`config.mk`:
```
export PLATFORM = sky130hd
export DESIGN_NAME = tick_uptime_alarm_queue
export DESIGN_NICKNAME = d
export VERILOG_FILES = /design/src/rtl/tuaq_pkg.sv /design/src/rtl/tick_uptime_alarm_queue.sv /design/src/rtl/tuaq_ctrl.sv /design/src/rtl/tuaq_dp.sv
export SDC_FILE = /design/constraint.sdc
export NUM_CORES = 2
export LEC_CHECK = 0
export BUFFER_PORTS_ARGS = -buffer_cell sky130_fd_sc_hd__buf_4
export CORE_UTILIZATION = 45
export CTS_CLUSTER_SIZE = 30
export DETAILED_ROUTE_END_ITERATION = 8
export PLACE_DENSITY_LB_ADDON = 0.08
export SLEW_MARGIN = 0
export SYNTH_ARGS = -nofsm -noshare
export SYNTH_HDL_FRONTEND = slang
export SYNTH_HIERARCHICAL = 1
export SYNTH_SLANG_ARGS = --single-unit
```
`constraint.sdc`:
```
create_clock -name clk -period 20.5 [get_ports clk]
set_clock_uncertainty 0.2 [all_clocks]
set_input_delay 4.1 -clock clk [delete_from_list [all_inputs] [get_ports clk]]
set_output_delay 4.1 -clock clk [all_outputs]
set_load 0.02 [all_outputs]
```
`src/rtl/tuaq_pkg.sv`:
```
package tuaq_pkg;

	// Table size and derived widths.
	localparam int ALARM_SLOTS = 16;
	localparam int IDX_W = (ALARM_SLOTS > 1) ? $clog2(ALARM_SLOTS) : 1;
	localparam int CNT_W = $clog2(ALARM_SLOTS + 1);

	// Field widths.
	localparam int CMD_W = 3;
	localparam int SECS_W = 22;
	localparam int TAG_W = 16;
	localparam int CNT48_W = 48;
	localparam int MS_W = 10;
	localparam int UP_W = 58;
	localparam int QUANT_W = 16;
	localparam int PROD_W = SECS_W + MS_W;

	localparam logic [MS_W-1:0] MS_LAST = MS_W'(999);
	localparam logic [MS_W-1:0] MS_PER_SEC = MS_W'(1000);
	localparam logic [QUANT_W-1:0] QUANT_RESET = QUANT_W'(10);

	// Stream payload widths.
	localparam int IN_BITS = SECS_W + TAG_W + CNT48_W;
	localparam int IN_W = ((IN_BITS + 7) / 8) * 8;
	localparam int OUT_BITS = TAG_W + 1 + 1 + UP_W + CNT48_W + CNT48_W + CNT_W;
	localparam int OUT_W = ((OUT_BITS + 7) / 8) * 8;

	// Register file.
	localparam int ADDR_W = 3;
	localparam int DATA_W = 32;

	typedef enum logic {
		REG_ENABLE = 1'b0,
		REG_QUANTUM = 1'b1
	} reg_idx_t;

	typedef enum logic [CMD_W-1:0] {
		CMD_TICK = 3'd0,
		CMD_ADD = 3'd1,
		CMD_CANCEL = 3'd2,
		CMD_SET_WALL = 3'd3,
		CMD_STATUS = 3'd4
	} cmd_t;

	// Controller to datapath commands.
	typedef struct packed {
		logic load;
		logic cancel;
		logic set_wall;
		logic tick;
		logic scan_step;
		logic pop;
		logic mul;
		logic add;
		logic find_step;
		logic sel_pos;
		logic insert;
		logic show_fire;
	} dp_cmd_t;

	// Datapath to controller status.
	typedef struct packed {
		logic due;
		logic find_more;
		logic reject;
		logic last_fire;
		logic any_fired;
	} dp_stat_t;

endpackage

```
`src/rtl/tick_uptime_alarm_queue.sv`:
```
// Millisecond tick timer with a sorted queue of up to 16 alarms. Commands come
// in one at a time on the input stream: each gives zero or more alarm-fired
// results (tuser high) and then one status result (tuser low, tlast high), all
// carrying the counters as they stand after the command. An enabled tick steps
// the counters, scans for due alarms from the table head, then gives one fired
// result per due alarm; an add forms the trigger (multiply, then add), searches
// for its slot past the queued alarms with an earlier trigger and inserts it,
// or goes straight to status when refused; a disabled tick and the other
// commands go straight to status. The due scan and the sorted insert search
// read one table slot per cycle through a single read port. The next command is
// taken once the status transfer completes. The registers are written over the
// APB port: enable at byte address 0, ticks_per_quantum at byte address 4.
module tick_uptime_alarm_queue (
	input  logic                        clk,
	input  logic                        arst_n,
	// Configuration port.
	input  logic                        psel,
	input  logic                        penable,
	input  logic                        pwrite,
	input  logic [tuaq_pkg::ADDR_W-1:0] paddr,
	input  logic [tuaq_pkg::DATA_W-1:0] pwdata,
	output logic [tuaq_pkg::DATA_W-1:0] prdata,
	output logic                        pready,
	// Command stream.
	input  logic                        s_tvalid,
	output logic                        s_tready,
	// s_tdata: alarm_seconds[21:0], alarm_tag[37:22], new_wall_time[85:38], zeros
	input  logic [tuaq_pkg::IN_W-1:0]   s_tdata,
	// s_tuser: cmd[2:0]
	input  logic [tuaq_pkg::CMD_W-1:0]  s_tuser,
	// Result stream.
	output logic                        m_tvalid,
	input  logic                        m_tready,
	// m_tdata: fired_tag[15:0], status[16], quantum_expired[17], uptime_ms[75:18],
	// tick_total[123:76], wall_seconds[171:124], alarms_pending[176:172], zeros
	output logic [tuaq_pkg::OUT_W-1:0]  m_tdata,
	// m_tuser: kind
	output logic                        m_tuser,
	output logic                        m_tlast
);
	import tuaq_pkg::*;

	logic enable_q;
	logic [QUANT_W-1:0] quantum_q;
	reg_idx_t reg_idx;
	logic cfg_write;

	dp_cmd_t dp_cmd;
	dp_stat_t dp_stat;

	logic [TAG_W-1:0] fired_tag;
	logic status;
	logic quantum_expired;
	logic [UP_W-1:0] uptime_ms;
	logic [CNT48_W-1:0] tick_total;
	logic [CNT48_W-1:0] wall_seconds;
	logic [CNT_W-1:0] alarms_pending;

	// Register decode and write.
	assign pready = 1'b1;
	assign reg_idx = reg_idx_t'(paddr[2]);
	assign cfg_write = psel && penable && pwrite && pready;

	always_ff @(posedge clk or negedge arst_n) begin
		if (!arst_n) begin
			enable_q <= 1'b0;
			quantum_q <= QUANT_RESET;
		end else if (cfg_write) begin
			unique case (reg_idx)
				REG_ENABLE: enable_q <= pwdata[0];
				REG_QUANTUM: quantum_q <= pwdata[QUANT_W-1:0];
				default: ;
			endcase
		end
	end

	// Register read.
	always_comb begin
		unique case (reg_idx)
			REG_ENABLE: prdata = DATA_W'(enable_q);
			REG_QUANTUM: prdata = DATA_W'(quantum_q);
			default: prdata = '0;
		endcase
	end

	tuaq_ctrl u_ctrl (
		.clk       (clk),
		.arst_n    (arst_n),
		.enable    (enable_q),
		.in_valid  (s_tvalid),
		.in_cmd    (s_tuser),
		.in_ready  (s_tready),
		.out_valid (m_tvalid),
		.out_kind  (m_tuser),
		.out_last  (m_tlast),
		.out_ready (m_tready),
		.dp_cmd    (dp_cmd),
		.dp_stat   (dp_stat)
	);

	tuaq_dp u_dp (
		.clk               (clk),
		.arst_n            (arst_n),
		.dp_cmd            (dp_cmd),
		.dp_stat           (dp_stat),
		.ticks_per_quantum (quantum_q),
		.alarm_seconds     (s_tdata[SECS_W-1:0]),
		.alarm_tag         (s_tdata[SECS_W+TAG_W-1:SECS_W]),
		.new_wall_time     (s_tdata[IN_BITS-1:SECS_W+TAG_W]),
		.fired_tag         (fired_tag),
		.status            (status),
		.quantum_expired   (quantum_expired),
		.uptime_ms         (uptime_ms),
		.tick_total        (tick_total),
		.wall_seconds      (wall_seconds),
		.alarms_pending    (alarms_pending)
	);

	// Result payload, first field in the lowest bits.
	assign m_tdata = {{(OUT_W - OUT_BITS){1'b0}}, alarms_pending, wall_seconds, tick_total,
		uptime_ms, quantum_expired, status, fired_tag};

endmodule

```
`src/rtl/tuaq_ctrl.sv`:
```
module tuaq_ctrl (
	input  logic                       clk,
	input  logic                       arst_n,
	input  logic                       enable,
	input  logic                       in_valid,
	input  logic [tuaq_pkg::CMD_W-1:0] in_cmd,
	output logic                       in_ready,
	output logic                       out_valid,
	output logic                       out_kind,
	output logic                       out_last,
	input  logic                       out_ready,
	output tuaq_pkg::dp_cmd_t          dp_cmd,
	input  tuaq_pkg::dp_stat_t         dp_stat
);
	import tuaq_pkg::*;

	typedef enum logic [8:0] {
		ST_IDLE   = 9'b000000001,
		ST_TICK   = 9'b000000010,
		ST_SCAN   = 9'b000000100,
		ST_FIRE   = 9'b000001000,
		ST_MUL    = 9'b000010000,
		ST_ADD    = 9'b000100000,
		ST_FIND   = 9'b001000000,
		ST_INSERT = 9'b010000000,
		ST_STATUS = 9'b100000000
	} state_t;

	state_t state_q;
	state_t state_d;
	cmd_t cmd;

	assign cmd = cmd_t'(in_cmd);

	// Next state and command decode.
	always_comb begin
		state_d = state_q;
		dp_cmd = '0;
		in_ready = 1'b0;
		out_valid = 1'b0;
		out_kind = 1'b0;
		out_last = 1'b0;
		unique case (state_q)
			ST_IDLE: begin
				in_ready = 1'b1;
				if (in_valid) begin
					dp_cmd.load = 1'b1;
					case (cmd)
						CMD_TICK: state_d = enable ? ST_TICK : ST_STATUS;
						CMD_ADD: state_d = ST_MUL;
						CMD_CANCEL: begin
							dp_cmd.cancel = 1'b1;
							state_d = ST_STATUS;
						end
						CMD_SET_WALL: begin
							dp_cmd.set_wall = 1'b1;
							state_d = ST_STATUS;
						end
						default: state_d = ST_STATUS;
					endcase
				end
			end
			ST_TICK: begin
				dp_cmd.tick = 1'b1;
				state_d = ST_SCAN;
			end
			ST_SCAN: begin
				if (dp_stat.due) begin
					dp_cmd.scan_step = 1'b1;
				end else begin
					state_d = dp_stat.any_fired ? ST_FIRE : ST_STATUS;
				end
			end
			ST_FIRE: begin
				out_valid = 1'b1;
				out_kind = 1'b1;
				dp_cmd.show_fire = 1'b1;
				if (out_ready) begin
					dp_cmd.pop = 1'b1;
					if (dp_stat.last_fire) begin
						state_d = ST_STATUS;
					end
				end
			end
			ST_MUL: begin
				dp_cmd.mul = 1'b1;
				state_d = dp_stat.reject ? ST_STATUS : ST_ADD;
			end
			ST_ADD: begin
				dp_cmd.add = 1'b1;
				state_d = ST_FIND;
			end
			ST_FIND: begin
				dp_cmd.sel_pos = 1'b1;
				if (dp_stat.find_more) begin
					dp_cmd.find_step = 1'b1;
				end else begin
					state_d = ST_INSERT;
				end
			end
			ST_INSERT: begin
				dp_cmd.insert = 1'b1;
				state_d = ST_STATUS;
			end
			ST_STATUS: begin
				out_valid = 1'b1;
				out_last = 1'b1;
				if (out_ready) begin
					state_d = ST_IDLE;
				end
			end
			default: state_d = ST_IDLE;
		endcase
	end

	// State register.
	always_ff @(posedge clk or negedge arst_n) begin
		if (!arst_n) begin
			state_q <= ST_IDLE;
		end else begin
			state_q <= state_d;
		end
	end

endmodule

```
`src/rtl/tuaq_dp.sv`:
```
module tuaq_dp (
	input  logic                          clk,
	input  logic                          arst_n,
	input  tuaq_pkg::dp_cmd_t             dp_cmd,
	output tuaq_pkg::dp_stat_t            dp_stat,
	input  logic [tuaq_pkg::QUANT_W-1:0]  ticks_per_quantum,
	input  logic [tuaq_pkg::SECS_W-1:0]   alarm_seconds,
	input  logic [tuaq_pkg::TAG_W-1:0]    alarm_tag,
	input  logic [tuaq_pkg::CNT48_W-1:0]  new_wall_time,
	output logic [tuaq_pkg::TAG_W-1:0]    fired_tag,
	output logic                          status,
	output logic                          quantum_expired,
	output logic [tuaq_pkg::UP_W-1:0]     uptime_ms,
	output logic [tuaq_pkg::CNT48_W-1:0]  tick_total,
	output logic [tuaq_pkg::CNT48_W-1:0]  wall_seconds,
	output logic [tuaq_pkg::CNT_W-1:0]    alarms_pending
);
	import tuaq_pkg::*;

	// Counters and uptime.
	logic [MS_W-1:0] ms_q;
	logic [CNT48_W-1:0] secs_q;
	logic [UP_W-1:0] up_q;
	logic [CNT48_W-1:0] ticks_q;
	logic [CNT48_W-1:0] wall_q;
	logic [QUANT_W-1:0] quant_q;
	logic [QUANT_W:0] quant_inc;
	logic qexp_q;
	logic status_q;

	// Item fields and insert arithmetic.
	logic [SECS_W-1:0] isecs_q;
	logic [TAG_W-1:0] itag_q;
	logic [PROD_W-1:0] prod_q;
	logic [UP_W-1:0] new_trig_q;

	// Sorted alarm table, slot zero holds the earliest trigger.
	logic [UP_W-1:0] trig_q [ALARM_SLOTS];
	logic [TAG_W-1:0] tag_q [ALARM_SLOTS];
	logic [CNT_W-1:0] occ_q;
	logic [CNT_W-1:0] fire_q;
	logic [CNT_W-1:0] pos_q;
	logic [CNT_W-1:0] rd_idx;
	logic [UP_W-1:0] rd_trig;
	logic sec_wrap;

	assign quant_inc = {1'b0, quant_q} + (QUANT_W + 1)'(1);
	assign sec_wrap = (ms_q == MS_LAST) && (&secs_q);

	// One table read port, shared by the due scan and the insert search.
	assign rd_idx = dp_cmd.sel_pos ? pos_q : fire_q;
	assign rd_trig = trig_q[rd_idx[IDX_W-1:0]];

	assign dp_stat.due = (fire_q < occ_q) && (rd_trig <= up_q);
	assign dp_stat.find_more = (pos_q < occ_q) && (rd_trig < new_trig_q);
	assign dp_stat.reject = (isecs_q == '0) || (occ_q >= CNT_W'(ALARM_SLOTS));
	assign dp_stat.last_fire = (fire_q == CNT_W'(1));
	assign dp_stat.any_fired = (fire_q != '0);

	// Result fields.
	assign fired_tag = dp_cmd.show_fire ? tag_q[0] : '0;
	assign status = status_q;
	assign quantum_expired = qexp_q;
	assign uptime_ms = up_q;
	assign tick_total = ticks_q;
	assign wall_seconds = wall_q;
	assign alarms_pending = occ_q - fire_q;

	// Control state: counters, occupancy and step flags.
	always_ff @(posedge clk or negedge arst_n) begin
		if (!arst_n) begin
			ms_q <= '0;
			secs_q <= '0;
			up_q <= '0;
			ticks_q <= '0;
			wall_q <= '0;
			quant_q <= '0;
			qexp_q <= 1'b0;
			status_q <= 1'b0;
			occ_q <= '0;
			fire_q <= '0;
			pos_q <= '0;
		end else begin
			if (dp_cmd.load) begin
				qexp_q <= 1'b0;
				status_q <= 1'b0;
				fire_q <= '0;
				pos_q <= '0;
			end
			if (dp_cmd.cancel) begin
				occ_q <= '0;
			end
			if (dp_cmd.set_wall) begin
				wall_q <= new_wall_time;
			end
			// Tick: the uptime restarts at zero when the seconds count wraps.
			if (dp_cmd.tick) begin
				ticks_q <= ticks_q + CNT48_W'(1);
				up_q <= sec_wrap ? '0 : up_q + UP_W'(1);
				if (ms_q == MS_LAST) begin
					ms_q <= '0;
					secs_q <= secs_q + CNT48_W'(1);
					wall_q <= wall_q + CNT48_W'(1);
				end else begin
					ms_q <= ms_q + MS_W'(1);
				end
				if (quant_inc >= {1'b0, ticks_per_quantum}) begin
					quant_q <= '0;
					qexp_q <= 1'b1;
				end else begin
					quant_q <= quant_inc[QUANT_W-1:0];
				end
			end
			if (dp_cmd.scan_step) begin
				fire_q <= fire_q + CNT_W'(1);
			end
			// Each fired transfer removes the head alarm.
			if (dp_cmd.pop) begin
				fire_q <= fire_q - CNT_W'(1);
				occ_q <= occ_q - CNT_W'(1);
			end
			if (dp_cmd.mul) begin
				status_q <= dp_stat.reject;
			end
			if (dp_cmd.find_step) begin
				pos_q <= pos_q + CNT_W'(1);
			end
			if (dp_cmd.insert) begin
				occ_q <= occ_q + CNT_W'(1);
			end
		end
	end

	// Item fields and trigger arithmetic.
	always_ff @(posedge clk) begin
		if (dp_cmd.load) begin
			isecs_q <= alarm_seconds;
			itag_q <= alarm_tag;
		end
		if (dp_cmd.mul) begin
			prod_q <= PROD_W'(isecs_q) * PROD_W'(MS_PER_SEC);
		end
		if (dp_cmd.add) begin
			new_trig_q <= up_q + UP_W'(prod_q);
		end
	end

	// Table shifts: down by one on a pop, up above the slot on an insert.
	always_ff @(posedge clk) begin
		for (int i = 0; i < ALARM_SLOTS; i++) begin
			if (dp_cmd.pop) begin
				if (i < ALARM_SLOTS - 1) begin
					trig_q[i] <= trig_q[i + 1];
					tag_q[i] <= tag_q[i + 1];
				end
			end else if (dp_cmd.insert) begin
				if (CNT_W'(i) == pos_q) begin
					trig_q[i] <= new_trig_q;
					tag_q[i] <= itag_q;
				end else if ((CNT_W'(i) > pos_q) && (i > 0)) begin
					trig_q[i] <= trig_q[i - 1];
					tag_q[i] <= tag_q[i - 1];
				end
			end
		end
	end

endmodule

```
# Word level (Yosys, flattened, before mapping)
# Memory sizes are Yosys's and may differ from the RTL's.
# Cells that the tools add are included.
totals:
  regBits: 396
  mem_count: 2
  wordCells: 422
  ramBits: 1184
  output_inout_bits: 221
  input_bits: 133
classes:
  addsub: 13
  n_eq_ne: 35
  n_mul: 1
  n_bitwise: 61
  mux: 251
  reduce_logical: 20
  n_lt_le_gt_ge: 21
memory_table:
  columns: ["name", "depth", "width", "read_ports", "rd_clocked_by_memory_dff", "write_ports", "line_no", "source"]
  rows:
  - ["u_dp.trig_q", 16, 58, 17, 0, 16, "tuaq_dp.sv:38", "logic [UP_W-1:0] trig_q [ALARM_SLOTS];"]
  - ["u_dp.tag_q", 16, 16, 16, 0, 16, "tuaq_dp.sv:39", "logic [TAG_W-1:0] tag_q [ALARM_SLOTS];"]
ops:
  columns: ["cell", "n"]
  rows:
  - ["$mux 58", 31]
  - ["$mux 16", 32]
  - ["$mux 1", 161]
  - ["$add 48x1->48 const B", 3]
  - ["$mux 48", 3]
  - ["$mux 9", 9]
  - ["$pmux 9 s9", 1]
  - ["$pmux 32 s2", 1]
  - ["$or 1x1->1", 60]
  - ["$add 58x1->58 const B", 1]
  - ["$add 58x32->58", 1]
  - ["$le 58x58->1", 1]
  - ["$lt 58x58->1", 1]
  - ["$reduce_and 48->1", 1]
  - ["$eq 4x5->1 const A", 8]
  - ["$gt 4x5->1 const A", 8]
  - ["$mux 5", 7]
  - ["$mul 22x7->29 const B", 1]
  - ["$logic_not 22->1", 1]
  - ["$eq 3x5->1 const A", 4]
  - ["$gt 3x5->1 const A", 4]
  - ["$pmux 9 s2", 1]
  - ["$add 16x1->17 const B", 1]
  - ["$ge 17x16->1", 1]
  - ["other kinds (39)", 60]

# Longest topological paths before layout
depth:
  depth_mapped: 29
  ltp_nobuf: 24

# Hierarchy
# Netlist, hierarchy kept.
by_module_without_submodules:
  columns: ["mod", "cells_per_inst", "area_per_inst_um2", "instances", "seq_area_each_um2"]
  rows:
  - ["tuaq_dp", 8718, 90184.0, 1, 45438.6]
  - ["tick_uptime_alarm_queue", 83, 1021.0, 1, 427.9]
  - ["tuaq_ctrl", 81, 718.2, 1, 226.5]

# Worst setup path before layout
# Ideal clock, no wire load.
synth_timing:
  path_kind: "register to register"
  from: "reg u_ctrl.state_q[4]"
  to: "mem u_dp.tag_q[0][0], enable pin"
  arrival_time_ns: 8.944
  path_slack_ns: 10.919
  synth_period_minus_slack_ns: 9.581
  setup_time_ns: 0.438
  path_stages_with_launch: 9
  n_path_buf: 1
  required_time_ns: 19.862
  cell_sequence: "dfrtp_1 > buf_6 > nor4_4 > nor2b_1 > and3_1 > nor2b_1 > nand2b_1 > o21ai_0 > o21a_1"
synth_lines:
  columns: ["item", "line_no", "source"]
  rows:
  - ["start, declared", "tuaq_ctrl.sv:29", "state_t state_q;"]
  - ["start signal, assigned", "tuaq_ctrl.sv:121", "state_q <= state_d;"]
  - ["end, declared", "tuaq_dp.sv:39", null]

==> flow_summary.ini <==
[pwr]
p_leak_nw = 39.7
power.total_mw = 9.95
combPwrFrac = 0.278
ir_drop_mv = 0.161
netSwitchingFraction = 0.315
clockPowerShare = 0.338
intPower_mw = 6.81
power_density_mw_per_mm2 = 97.1
pwr-share-seq = 0.384
power.switching_mw = 3.13

[floorplanning]
io_pins = 354
die_w_um = 454
rows = 165
die_area_mm2 = 0.206
fp.dieH_um = 454
fp.coreArea_mm2 = 0.203
start_util = 0.454

[sta]
grt_setup_unrepaired = no
maxSlewViolCount = 0
report.final.hold_viol_count = 0
fmax_mhz = 101
fin_crit_sh = 0.484
finalSetupViolations = 0
worst_hold_slack_ns = 0.260
period_needed_ns = 9.93
tightestPinTransition_ns = 1.27
relSlewSlack = 0.151
finalSetupTns_ns = 0

[setup_path]
worstSetupPathType = in2reg
end_kind = register
cp_slowest_cell = buf_4
crit_chain = buf_4 -> and2_1 -> buf_4 -> inv_1 -> buf_4 -> nand2_1 -> nor2_4 -> buf_4 -> buf_4 -> and2_4 -> buf_4 -> buf_4 -> o21ai_0
crit_top_cell = buf_4
worstPathArrival_ns = 10.27
worst_ep_required_time_ns = 20.84
cp-start-kind = input pin
path_max_fanout = 62
crit_path_max_incr_delay_ns = 0.83

[clocking]
cts_max_path_buffers = 3
post_cts_resize_count = 0
cts.reportedPaths.clkPinSlew_ns = 0.06
htreeDepth = 4
clk_latency_ns = 0.85
cts_buffers = 185
postCtsSetupRepairBufs = 0
postCtsHoldBufs = 0
cts_tree = built
cts.sinks = 1580
clockRootBuffer = clkbuf_16

[global_route]
grt_pass1_wl_mm = 467
grt_max_degree = 150
grt_usage = 0.306
grt_pass1_vias = 69000
antenna_found_initial = 5
grt_overflow = 0

[route]
drc = 0
vias = 72300
routed_wl_mm = 322
drt-initial-drc-count = 8651
ant_nets = 0
routedWlPerCell_um = 27.5
avgViaCountPerCell = 6.18
firstDrtPassIters = 7

[status]
outcome = complete, no violations

[flow_run]
maxCapViolations = 0

[yosys]
syn_area_per_cell_um2 = 10.3
async_flop_share = 0.172
synth_edf_count = 1309
synthCells = 8882
synth_top_flop_cell = edfxtp_1
yosys_warnings = 6
synth.distinct_cells = 96
synth-seq-cells = 1580
ys_seq_area_frac = 0.501
syn-cell-area_mm2 = 0.0919

[min_path]
holdCritPathClass = reg2reg

[final_layout]
fill_cells = 18400
final_nets = 9338
area_growth_pct = 11.4
drive_gt1_frac = 0.130

[place]
io_buffers = 309
hpwl_mm = 191
place_congestion = 0.868
==> sequential cells by signal, summed over array words and instances (netlist names), 22 cells and up <==
name	flops
u_dp/isecs_q	22
u_dp/secs_q	48
u_dp/new_trig_q	58
u_dp/wall_seconds	48
u_dp/trig_q	928
u_dp/tag_q	256
u_dp/prod_q	29
u_dp/tick_total	48
u_dp/uptime_ms	58
==> power groups by stage <==
| stage | clock, mW | combinational (mW) | sequential, mW |
|---|---|---|---|
| after floorplan | 0 | 2.01 | 3.87 |
| after global placement | 0 | 2.73 | 3.87 |
| after detailed placement | 0 | 2.76 | 3.88 |
| after CTS | 3.42 | 2.77 | 3.81 |
| after global routing | 3.52 | 3.10 | 3.83 |
| final | 3.36 | 2.77 | 3.82 |
==> metrics by stage <==
| step | cells | instance area, µm² | worst slack [ns] | utilization |
|---|---|---|---|---|
| global placement | 11400 | 96300 | 9.98 | 0.476 |
| floorplan | 8904 | 92000 | 10.92 | - |
| global route | 11700 | 102000 | 10.46 | 0.506 |
| finish | 11700 | 102000 | 10.57 | 0.506 |
| detailed placement | 11400 | 96300 | 9.92 | 0.476 |
| CTS | 11700 | 102000 | 10.81 | 0.506 |
==> worst max-delay path: cells and delay by family <==
family          cells  cell delay (ns)
buf+inv             8             3.59
compound gates      1             0.22
simple gates        4             2.13
==> worst paths after layout <==
path | startpoint | end | slack, ns | cells after the start
min in group asynchronous | arst_n | u_dp/tick_total[37] | 3.11 | 1
worst max-delay path | m_tready | u_dp/tag_q[0][86] | 10.57 | 13
worst max register to register | u_ctrl/state_q[4] | u_dp/fire_q[3] | 10.95 | 23
max in group asynchronous | arst_n | u_dp/wall_seconds[38] | 14.76 | 3
worst min-delay path | u_dp/secs_q[41] | u_dp/secs_q[41] | 0.26 | 1
worst min register to register | u_dp/secs_q[41] | u_dp/secs_q[41] | 0.26 | 1
==> placed cells by master, fill, tap and decap left out, types with 191 or more instances in the layout <==
cell type / instances
mux2i_1: 419
ha_1: 260
dfrtp_1: 267
edfxtp_1: 1309
buf_4: 434
xnor2_1: 197
a21oi_1: 1049
nand2_1: 1106
nor2_1: 1200
inv_1: 244
mux4_2: 232
clkbuf_16: 191
o21ai_0: 461
==> kinds of logic after synthesis <==
kind of cell / share of synthesized area
AOI/OAI and AO/OA: 0.129
xor gates and xnor gates: 0.0231
adders and majority gates: 0.0528
buffers and inverters: 0.0432
DFF: 0.501
muxes: 0.117
other: 0.0000817
and+or+nand+nor: 0.133
==> cell type report <==
type / instances / area [µm²] / area share
inverter: 305 / 1150 / 0.0112
clock buffer: 257 / 5190 / 0.0507
tap: 2672 / 3340 / 0.0327
timing repair buffer: 439 / 3350 / 0.0327
sequential: 1580 / 46100 / 0.450
multi-input combinational: 6354 / 42400 / 0.414
clock inverter: 89 / 856 / 0.00836
antenna: 2 / 5.00 / 0.0000489
==> layer usage <==
metal | GRT usage | share of wire
met1 | 0.432 | 0.42
met2 | 0.475 | 0.45
met5 | 0 | 0.000084
met3 | 0.0627 | 0.10
met4 | 0.0928 | 0.030
==> cell usage after synthesis (all sizes together) (13+ instances only) <==
library cell / instances / share of area
nor2: 1214 / 0.050
a211oi: 90 / 0.0075
buf: 206 / 0.012
nand2: 1123 / 0.046
dfrtp: 268 / 0.073
mux4: 232 / 0.057
o22ai: 18 / 0.0012
o31ai: 13 / 0.0011
a31oi: 140 / 0.0095
nor3: 65 / 0.0039
or3: 16 / 0.0011
ha: 260 / 0.035
clkbuf: 459 / 0.019
clkinv: 57 / 0.0023
mux2i: 422 / 0.046
nand4: 95 / 0.0069
and4: 17 / 0.0016
a311oi: 14 / 0.0013
o21ai: 474 / 0.026
nand3: 112 / 0.0062
nor4: 18 / 0.0019
fa: 80 / 0.017
a21o: 61 / 0.0050
edfxtp: 1309 / 0.43
nor2b: 28 / 0.0020
mux2: 113 / 0.014
xor2: 45 / 0.0043
o21a: 20 / 0.0016
inv: 248 / 0.010
and2: 112 / 0.0076
nand2b: 14 / 0.00095
a21oi: 1053 / 0.057
xnor2: 197 / 0.019
and3: 53 / 0.0036
a22oi: 149 / 0.012
Power figures use the tool's default switching activity.
